File: config.mk
export PLATFORM = sky130hd
export DESIGN_NAME = distance_vector_route_update_flat
export DESIGN_NICKNAME = d
export VERILOG_FILES = /design/src/dvru_pkg.sv /design/src/dvru_if.sv /design/src/dvru_ctrl.sv /design/src/dvru_dp.sv /design/src/distance_vector_route_update.sv /design/src/flat_wrapper.sv
export SDC_FILE = /design/constraint.sdc
export NUM_CORES = 1
export LEC_CHECK = 0
export BUFFER_PORTS_ARGS = -buffer_cell sky130_fd_sc_hd__buf_4
export CAP_MARGIN = 40
export CORE_UTILIZATION = 35
export CTS_CLUSTER_DIAMETER = 40
export CTS_CLUSTER_SIZE = 10
export DETAILED_ROUTE_END_ITERATION = 6
export SETUP_SLACK_MARGIN = 0.1
export SYNTH_ARGS = -nofsm -noshare
export SYNTH_HDL_FRONTEND = slang
export SYNTH_SLANG_ARGS = --single-unit
File: constraint.sdc
create_clock -name i_clk -period 8.95 [get_ports i_clk]
set_input_delay 1.79 -clock i_clk [delete_from_list [all_inputs] [get_ports i_clk]]
set_output_delay 1.79 -clock i_clk [all_outputs]
set_load 0.02 [all_outputs]
File: src/dvru_pkg.sv
// Shared types and constants for the distance vector route update block.
// No dependencies; every other file of the block uses this package.
package dvru_pkg;

    localparam int NODES  = 16;
    localparam int NODE_W = 4;
    localparam int HOP_W  = 5;
    localparam int COST_W = 17;

    localparam logic [COST_W-1:0] COST_INF = 17'd99999;
    localparam logic [HOP_W-1:0]  HOP_NONE = 5'd16;

    typedef enum logic [1:0] {
        CMD_ROUTE  = 2'd0,
        CMD_LINK   = 2'd1,
        CMD_ADVERT = 2'd2
    } t_command;

    typedef enum logic {
        S_IDLE = 1'b0,
        S_PASS = 1'b1
    } t_state;

    // controller to datapath
    typedef struct packed {
        logic load_route;
        logic load_link;
        logic load_adv;
        logic start;
        logic step;
    } t_dp_ctl;

    // datapath to controller
    typedef struct packed {
        logic can_step;
        logic at_end;
    } t_dp_stat;

endpackage

File: src/dvru_if.sv
// Channel interfaces: command beats in, table entry beats out.
// Depends on dvru_pkg for field widths.
interface dvru_cmd_if;
    logic                          valid;
    logic                          ready;
    logic [1:0]                    command;
    logic [dvru_pkg::NODE_W-1:0]   node;
    logic [dvru_pkg::HOP_W-1:0]    next_hop;
    logic [dvru_pkg::COST_W-1:0]   cost;
    logic [dvru_pkg::NODE_W-1:0]   sender;
    logic                          last;

    modport source (output valid, command, node, next_hop, cost, sender, last,
                    input ready);
    modport sink   (input valid, command, node, next_hop, cost, sender, last,
                    output ready);
endinterface

interface dvru_res_if;
    logic                          valid;
    logic                          ready;
    logic [dvru_pkg::NODE_W-1:0]   dest;
    logic                          entry_valid;
    logic [dvru_pkg::HOP_W-1:0]    route_hop;
    logic [dvru_pkg::COST_W-1:0]   route_cost;
    logic                          changed;
    logic                          last_result;

    modport source (output valid, dest, entry_valid, route_hop, route_cost, changed,
                    last_result, input ready);
    modport sink   (input valid, dest, entry_valid, route_hop, route_cost, changed,
                    last_result, output ready);
endinterface

File: src/dvru_ctrl.sv
// Controller: decodes command beats and sequences the update pass.
// Depends on dvru_pkg; drives the datapath through t_dp_ctl.
module dvru_ctrl (
    input  logic               i_clk,
    input  logic               i_rst_n,
    input  logic               i_valid,
    input  logic [1:0]         i_command,
    input  logic               i_last,
    output logic               o_ready,
    input  dvru_pkg::t_dp_stat i_stat,
    output dvru_pkg::t_dp_ctl  o_ctl
);
    import dvru_pkg::*;

    t_state r_state;
    t_state n_state;

    always_ff @(posedge i_clk) begin
        if (!i_rst_n) begin
            r_state <= S_IDLE;
        end else begin
            r_state <= n_state;
        end
    end

    always_comb begin
        n_state = r_state;
        o_ready = 1'b0;
        o_ctl   = '0;
        case (r_state)
            S_IDLE: begin
                o_ready = 1'b1;
                if (i_valid) begin
                    case (i_command)
                        CMD_ROUTE:  o_ctl.load_route = 1'b1;
                        CMD_LINK:   o_ctl.load_link  = 1'b1;
                        CMD_ADVERT: begin
                            o_ctl.load_adv = 1'b1;
                            if (i_last) begin
                                o_ctl.start = 1'b1;
                                n_state     = S_PASS;
                            end
                        end
                        default: ;
                    endcase
                end
            end
            S_PASS: begin
                // advance one destination whenever the output register frees up
                if (i_stat.can_step) begin
                    o_ctl.step = 1'b1;
                    if (i_stat.at_end) begin
                        n_state = S_IDLE;
                    end
                end
            end
            default: n_state = S_IDLE;
        endcase
    end

endmodule

File: src/dvru_dp.sv
// Datapath: route, link and advert tables, the add-compare update unit and
// the output register. Depends on dvru_pkg and dvru_res_if; driven by dvru_ctrl.
module dvru_dp (
    input  logic                        i_clk,
    input  logic                        i_rst_n,
    input  logic                        i_cfg_we,
    input  logic [dvru_pkg::NODE_W-1:0] i_cfg_wdata,
    input  logic [dvru_pkg::NODE_W-1:0] i_node,
    input  logic [dvru_pkg::HOP_W-1:0]  i_next_hop,
    input  logic [dvru_pkg::COST_W-1:0] i_cost,
    input  logic [dvru_pkg::NODE_W-1:0] i_sender,
    input  dvru_pkg::t_dp_ctl           i_ctl,
    output dvru_pkg::t_dp_stat          o_stat,
    dvru_res_if.source                  o_res
);
    import dvru_pkg::*;

    function automatic logic [COST_W-1:0] sat_cost(input logic [COST_W:0] c);
        sat_cost = (c > {1'b0, COST_INF}) ? COST_INF : c[COST_W-1:0];
    endfunction

    function automatic logic [HOP_W-1:0] fix_hop(input logic [HOP_W-1:0] h);
        fix_hop = (h >= HOP_NONE) ? HOP_NONE : h;
    endfunction

    logic              r_rvalid  [NODES];
    logic [HOP_W-1:0]  r_rnext   [NODES];
    logic [COST_W-1:0] r_rmetric [NODES];
    logic [COST_W-1:0] r_lcost   [NODES];
    logic [NODES-1:0]  r_adv_present;
    logic [COST_W-1:0] r_adv_metric [NODES];
    logic [HOP_W-1:0]  r_adv_next   [NODES];

    logic [NODE_W-1:0] r_own_id;
    logic [NODE_W-1:0] r_sender;
    logic [COST_W-1:0] r_link;
    logic [NODE_W-1:0] r_dest;

    logic              r_out_valid;
    logic              r_out_entry_valid;
    logic [NODE_W-1:0] r_out_dest;
    logic [HOP_W-1:0]  r_out_hop;
    logic [COST_W-1:0] r_out_cost;
    logic              r_out_changed;
    logic              r_out_last;
    logic              n_out_valid;

    logic [COST_W-1:0] adv;
    logic [HOP_W-1:0]  split;
    logic [COST_W-1:0] sum;
    logic [HOP_W-1:0]  snd_hop;
    logic              take;
    logic [HOP_W-1:0]  n_next;
    logic [COST_W-1:0] n_metric;

    assign snd_hop = {1'b0, r_sender};

    // update unit for the destination under r_dest
    always_comb begin
        if (r_dest == r_sender) begin
            adv   = '0;
            split = snd_hop;
        end else if (r_adv_present[r_dest]) begin
            adv   = r_adv_metric[r_dest];
            split = r_adv_next[r_dest];
        end else begin
            adv   = COST_INF;
            split = HOP_NONE;
        end
        sum  = sat_cost({1'b0, r_link} + {1'b0, adv});
        take = r_rvalid[r_dest] &&
               ((sum <= r_rmetric[r_dest]) ||
                (r_rnext[r_dest] == snd_hop && split != {1'b0, r_own_id}));
        n_next   = take ? snd_hop : r_rnext[r_dest];
        n_metric = take ? sum : r_rmetric[r_dest];
    end

    assign o_stat.can_step = !r_out_valid || o_res.ready;
    assign o_stat.at_end   = (r_dest == NODE_W'(NODES - 1));

    assign n_out_valid = i_ctl.step ? 1'b1 : (o_res.ready ? 1'b0 : r_out_valid);

    always_ff @(posedge i_clk) begin
        if (!i_rst_n) begin
            for (int i = 0; i < NODES; i++) begin
                r_rvalid[i]  <= 1'b0;
                r_rnext[i]   <= HOP_NONE;
                r_rmetric[i] <= COST_INF;
                r_lcost[i]   <= COST_INF;
            end
            r_adv_present <= '0;
            r_own_id      <= '0;
            r_out_valid   <= 1'b0;
            r_dest        <= '0;
        end else begin
            r_out_valid <= n_out_valid;
            if (i_cfg_we) begin
                r_own_id <= i_cfg_wdata;
            end
            if (i_ctl.load_route) begin
                r_rvalid[i_node]  <= 1'b1;
                r_rnext[i_node]   <= fix_hop(i_next_hop);
                r_rmetric[i_node] <= sat_cost({1'b0, i_cost});
            end
            if (i_ctl.load_link) begin
                r_lcost[i_node] <= sat_cost({1'b0, i_cost});
            end
            if (i_ctl.load_adv) begin
                r_adv_present[i_node] <= 1'b1;
            end
            if (i_ctl.start) begin
                r_dest <= '0;
            end
            if (i_ctl.step) begin
                r_rnext[r_dest]   <= n_next;
                r_rmetric[r_dest] <= n_metric;
                r_dest            <= r_dest + NODE_W'(1);
                if (o_stat.at_end) begin
                    r_adv_present <= '0;
                end
            end
        end
    end

    // payload registers, no reset
    always_ff @(posedge i_clk) begin
        if (i_ctl.load_adv) begin
            r_adv_metric[i_node] <= sat_cost({1'b0, i_cost});
            r_adv_next[i_node]   <= fix_hop(i_next_hop);
        end
        if (i_ctl.start) begin
            r_sender <= i_sender;
            r_link   <= r_lcost[i_sender];
        end
        if (i_ctl.step) begin
            r_out_dest        <= r_dest;
            r_out_entry_valid <= r_rvalid[r_dest];
            r_out_hop         <= n_next;
            r_out_cost        <= n_metric;
            r_out_changed     <= take;
            r_out_last        <= o_stat.at_end;
        end
    end

    assign o_res.valid       = r_out_valid;
    assign o_res.dest        = r_out_dest;
    assign o_res.entry_valid = r_out_entry_valid;
    assign o_res.route_hop   = r_out_hop;
    assign o_res.route_cost  = r_out_cost;
    assign o_res.changed     = r_out_changed;
    assign o_res.last_result = r_out_last;

`ifndef ASSERT_OFF
    a_step_room: assert property (@(posedge i_clk) disable iff (!i_rst_n)
        i_ctl.step |-> (!r_out_valid || o_res.ready))
        else $error("pass step overwrote an untaken result");

    a_adv_cleared: assert property (@(posedge i_clk) disable iff (!i_rst_n)
        (i_ctl.step && o_stat.at_end) |=> (r_adv_present == '0))
        else $error("advert buffer not cleared after pass");

    a_changed_valid: assert property (@(posedge i_clk) disable iff (!i_rst_n)
        r_out_valid |-> (!r_out_changed || r_out_entry_valid))
        else $error("invalid entry reported as changed");

    a_cost_range: assert property (@(posedge i_clk) disable iff (!i_rst_n)
        r_out_valid |-> (r_out_cost <= COST_INF))
        else $error("route cost above unreachable");
`endif

endmodule

File: src/distance_vector_route_update.sv
// Top level of the distance vector route update block.
// Depends on dvru_pkg, dvru_if, dvru_ctrl and dvru_dp.
//
// Usage:
//   i_cmd carries command beats: load a route, set a neighbour link cost,
//   or buffer an advertised entry. Each beat is taken while the block is
//   idle; command code 3 is dropped.
//   An advert beat with last set starts an update pass: the block walks
//   every destination in order, one per cycle while the receiver does not
//   stall, through a single shared add/saturate/compare unit, and emits
//   one table entry beat on o_res per destination. A pass is 16 result
//   beats; the first is offered once the controller is in S_PASS and its
//   first step has loaded the output register. i_cmd.ready stays low
//   during the pass and rises again once the final entry sits in the
//   output register, so the next command may enter while it waits.
//   A receiver stall freezes the walk; the output register holds its beat.
//   i_cfg_we / i_cfg_wdata write this node's id; write only while idle.
//   Reset (synchronous, active low) clears the route and link tables and
//   the advert present flags, not the advert payload: no clearing sweep, the block is ready the cycle after reset.
module distance_vector_route_update (
    input  logic                        i_clk,
    input  logic                        i_rst_n,
    input  logic                        i_cfg_we,
    input  logic [dvru_pkg::NODE_W-1:0] i_cfg_wdata,
    dvru_cmd_if.sink                    i_cmd,
    dvru_res_if.source                  o_res
);
    import dvru_pkg::*;

    t_dp_ctl  ctl;
    t_dp_stat stat;
    logic     ready;

    assign i_cmd.ready = ready;

    // controller: decode beats, run the pass
    dvru_ctrl u_ctrl (
        .i_clk     (i_clk),
        .i_rst_n   (i_rst_n),
        .i_valid   (i_cmd.valid),
        .i_command (i_cmd.command),
        .i_last    (i_cmd.last),
        .o_ready   (ready),
        .i_stat    (stat),
        .o_ctl     (ctl)
    );

    // datapath: tables, update unit, output register
    dvru_dp u_dp (
        .i_clk       (i_clk),
        .i_rst_n     (i_rst_n),
        .i_cfg_we    (i_cfg_we),
        .i_cfg_wdata (i_cfg_wdata),
        .i_node      (i_cmd.node),
        .i_next_hop  (i_cmd.next_hop),
        .i_cost      (i_cmd.cost),
        .i_sender    (i_cmd.sender),
        .i_ctl       (ctl),
        .o_stat      (stat),
        .o_res       (o_res)
    );

endmodule
File: src/flat_wrapper.sv
// flat-port wrapper written by rule: the top's interface ports become plain ports
module distance_vector_route_update_flat import dvru_pkg::*;
  (i_clk, i_rst_n, i_cfg_we, i_cfg_wdata, i_cmd_valid, i_cmd_command, i_cmd_node, i_cmd_next_hop, i_cmd_cost, i_cmd_sender, i_cmd_last, i_cmd_ready, o_res_valid, o_res_dest, o_res_entry_valid, o_res_route_hop, o_res_route_cost, o_res_changed, o_res_last_result, o_res_ready);
  dvru_cmd_if i_cmd_i ();
  dvru_res_if o_res_i ();
  input  logic i_clk;
  input  logic i_rst_n;
  input  logic i_cfg_we;
  input  logic [dvru_pkg::NODE_W-1:0] i_cfg_wdata;
  input wire logic [$bits(i_cmd_i.valid)-1:0] i_cmd_valid;
  input wire logic [$bits(i_cmd_i.command)-1:0] i_cmd_command;
  input wire logic [$bits(i_cmd_i.node)-1:0] i_cmd_node;
  input wire logic [$bits(i_cmd_i.next_hop)-1:0] i_cmd_next_hop;
  input wire logic [$bits(i_cmd_i.cost)-1:0] i_cmd_cost;
  input wire logic [$bits(i_cmd_i.sender)-1:0] i_cmd_sender;
  input wire logic [$bits(i_cmd_i.last)-1:0] i_cmd_last;
  output wire logic [$bits(i_cmd_i.ready)-1:0] i_cmd_ready;
  output wire logic [$bits(o_res_i.valid)-1:0] o_res_valid;
  output wire logic [$bits(o_res_i.dest)-1:0] o_res_dest;
  output wire logic [$bits(o_res_i.entry_valid)-1:0] o_res_entry_valid;
  output wire logic [$bits(o_res_i.route_hop)-1:0] o_res_route_hop;
  output wire logic [$bits(o_res_i.route_cost)-1:0] o_res_route_cost;
  output wire logic [$bits(o_res_i.changed)-1:0] o_res_changed;
  output wire logic [$bits(o_res_i.last_result)-1:0] o_res_last_result;
  input wire logic [$bits(o_res_i.ready)-1:0] o_res_ready;
  assign i_cmd_i.valid = i_cmd_valid;
  assign i_cmd_i.command = i_cmd_command;
  assign i_cmd_i.node = i_cmd_node;
  assign i_cmd_i.next_hop = i_cmd_next_hop;
  assign i_cmd_i.cost = i_cmd_cost;
  assign i_cmd_i.sender = i_cmd_sender;
  assign i_cmd_i.last = i_cmd_last;
  assign i_cmd_ready = i_cmd_i.ready;
  assign o_res_valid = o_res_i.valid;
  assign o_res_dest = o_res_i.dest;
  assign o_res_entry_valid = o_res_i.entry_valid;
  assign o_res_route_hop = o_res_i.route_hop;
  assign o_res_route_cost = o_res_i.route_cost;
  assign o_res_changed = o_res_i.changed;
  assign o_res_last_result = o_res_i.last_result;
  assign o_res_i.ready = o_res_ready;
  distance_vector_route_update u_core (.i_clk(i_clk), .i_rst_n(i_rst_n), .i_cfg_we(i_cfg_we), .i_cfg_wdata(i_cfg_wdata), .i_cmd(i_cmd_i), .o_res(o_res_i));
endmodule
==> metrics <==
status complete, but fails checks; failing checks DRC; Synthesized Nets 3027; endpoints failing hold 0; DRC viols 1; Tightest Pin Transition 1.01 ns; Post-synth EDFFs 1026; Hold Path Class reg -> reg; Die H 367 µm; boundary pin count 73; CTS sink count 1072; Hold Path Origin u_core.u_dp.r_rvalid[7]; Fmax achieved 124 MHz; initial antenna violation count 6; setup TNS 0 ns; ratio of cells with drive above 1 in the final layout 0.252; Die Wd 367 µm; CP Max Fanout 24; Resized Gates After CTS 0; synth top area cells edfxtp_1 66%, mux4_2 14%, nand2_1 3.5%, nor2_1 2.5%, dfxtp_1 2.0%; asr flop ratio synth 0; Synth top area share 0.662; Setup CP Type reg -> reg; dpl hpwl 85300 µm; CTS tree done; antenna cell count 0; Tot GR Track Use 0.200; Clock Tree Buf Depth 3; area leader, netlist edfxtp_1; R2R cell count 25; area post-placement 50100 µm²; htree depth 4; Maximum Capacitance Violations 0; Tot Pwr 11.9 mW; leak pwr 16.7 nW; Area Growth Syn to Fin 18.0%; first-pass GRT wire length 194000 µm; via count 27.7k; initial core utilization 0.354; gpl congestion 0.934; largest net degree at the start of global routing 73; CP Capture Type flip-flop; drt first pass iters 7; WHS Endpoint u_core.u_dp.r_rvalid[7]; DR vias/cell 5.59; period utilisation layout 0.900; WP data arrival 8.53 ns; RSZ-0062 raised after global routing false; Core Region 132000 µm²; synth warn 0; cell at the root of the clock tree clkbuf_16; peak supply drop 0.000207 V; synthesized area 46500 µm²; syn_area_per_cell 15.8 µm²; Most used DFF post-synth edfxtp_1; Min Clock Period, post-route 8.05 ns; grt total ovfl 0; final wirelength 135000 µm; top cells by count, synth 1026 x edfxtp_1, 432 x nand2_1, 308 x nor2_1; R2R Path End u_core.u_dp.r_rmetric[8][8]; I/O Buffers 72; Power per Cell Area 217 nW/µm²; count leader, synth edfxtp_1; Clk Latency, worst-skew pair 0.77 ns; Std-Cell Rows 133; hold path cells 2; Max Slew Vio Count 0; First DRT Iteration DRCs 3822; R2R Setup Slk 0.90 ns; final core utilization 0.417; fin nets 3168; final instance area 54900 µm²; Hold Buf Count CTS 0; Avg WL per Cell 27.3 µm; CP startpoint kind flip-flop; synth unique cells 74; clock-pin transition on the worst setup and hold timing paths 0.06 ns; Max-slew headroom 0.327; cts bufs inserted 151; Final setup viols 0; Yosys reg bits 1072; die area 134000 µm²; sequential area share after synthesis 0.682; Post-Synthesis Cells 2949; postcts setup bufs 0; vias in the first global route 27.2k; ANT nets after route 0; Crit path required time 9.43 ns; clock skew 0.0273 ns
[layout make-up]
class / count / area, µm²
fill: 11700 / 76700
sequential: 1072 / 31700
multi-input combinational: 1619 / 13900
clock buffer: 186 / 4050
tap: 1755 / 2200
timing repair buffer: 202 / 2040
clock inverter: 71 / 795
inverter: 44 / 166
[kinds of logic after synthesis]
kind of cell | count (synthesis) | synth area share
flip-flops | 1072 | 0.682
AND/OR/NAND/NOR | 995 | 0.0920
multiplexers | 326 | 0.151
buffers and inverters | 258 | 0.0232
AO/OA/AOI/OAI | 234 | 0.0372
adder cells (fa/ha/maj) | 36 | 0.00984
XOR/XNOR | 28 | 0.00527
[flip-flops by register name, indices dropped and copies added (netlist names), 5 cells and up, named ones only]
name	cells
u_core.u_dp.r_adv_next	80
u_core.u_dp.r_lcost	272
u_core.u_dp.r_rvalid	16
u_core.u_dp.o_res.route_hop	5
u_core.u_dp.r_adv_present	16
u_core.u_dp.r_adv_metric	272
u_core.u_dp.r_link	17
u_core.u_dp.o_res.route_cost	17
u_core.u_dp.r_rnext	80
u_core.u_dp.r_rmetric	272
[cell usage in the layout (no fill, tap or decap), types with 8 or more instances in the layout]
cell | netlist | routed
edfxtp_1 | 1026 | 1026
nand2_1 | 432 | 418
mux4_2 | 299 | 299
nor2_1 | 308 | 291
buf_4 | 4 | 159
clkbuf_16 | 0 | 156
nor3_1 | 80 | 71
dfxtp_1 | 46 | 43
inv_1 | 42 | 41
o21ai_0 | 43 | 40
o21a_1 | 35 | 35
a21oi_1 | 35 | 35
ha_1 | 35 | 35
nand3_1 | 31 | 31
nand2b_1 | 28 | 28
clkbuf_1 | 146 | 27
nand4_1 | 22 | 22
nor2b_1 | 23 | 22
or3_1 | 22 | 22
mux2i_1 | 21 | 21
clkinv_1 | 0 | 17
and3_1 | 15 | 15
clkinv_2 | 0 | 14
xnor2_1 | 14 | 14
xor2_1 | 14 | 14
nand2_2 | 0 | 14
buf_8 | 1 | 14
a21o_1 | 13 | 13
buf_12 | 0 | 13
inv_6 | 0 | 12
buf_16 | 0 | 12
or2_2 | 11 | 11
a22o_1 | 10 | 10
nor2_4 | 0 | 10
bufinv_16 | 0 | 10
nor3_2 | 0 | 9
and2_1 | 8 | 8
[where the power goes]
part | internal, mW | total, mW | switching, mW
Combinational | 0.178 | 0.569 | 0.390
Clock | 3.51 | 5.75 | 2.24
Sequential | 5.56 | 5.58 | 0.0240
[how the worst max path moves through the flow]
stage	slack (ns)	startpoint	end
global placement	1.10	flip-flop	u_core.u_dp.r_rmetric[0][8]
CTS	0.97	flip-flop	u_core.u_dp.r_rmetric[8][8]
global route	0.48	u_core.u_dp.r_dest[0]	u_core.u_dp.r_rmetric[13][14]
floorplan	0.81	flip-flop	u_core.u_dp.r_rnext[6][2]
detailed placement	1.02	flip-flop	u_core.u_dp.r_rmetric[6][13]
finish	0.90	flip-flop	u_core.u_dp.r_rmetric[8][8]
[metrics by stage]
| stage | std cells | worst slack, ns | hold WS, ns |
|---|---|---|---|
| global route | 4949 | 0.482 | 0.476 |
| finish | 4949 | 0.896 | 0.454 |
| detailed placement | 4692 | 1.02 | 0.441 |
| floorplan | 2949 | 0.808 | 0.420 |
| global placement | 4640 | 1.10 | 0.430 |
| CTS | 4949 | 0.973 | 0.453 |
[worst max-delay path, cell delays in order (launching register included)]
cell and delay (ns):
dfxtp_4 0.60, buf_4 0.32, mux4_2 0.54, mux4_2 0.55, o21a_1 0.26, ha_1 0.21
inv_1 0.08, fa_1 0.20, nand2b_1 0.14, nand2b_1 0.07, a221o_1 0.37, a221oi_1 0.41
xor2_1 0.27, nand4_1 0.16, o21a_1 0.23, buf_4 0.20, or2_2 0.32, ha_1 0.30
o21ai_0 0.10, a211o_1 0.30, a211o_1 0.34, and2_1 0.23, nor2_8 0.42, inv_2 0.31
a41oi_2 0.72, nor2_1 0.09
[routing by layer]
layer / share of wire / vias up / GRT usage
met5: 0.00037 / - / 0
met3: 0.10 / 236 / 0.0463
met4: 0.025 / 8 / 0.0591
met2: 0.46 / 1491 / 0.306
met1: 0.41 / 14300 / 0.284
li1: - / 11600 / -
(Power assumes the default switching activity.)
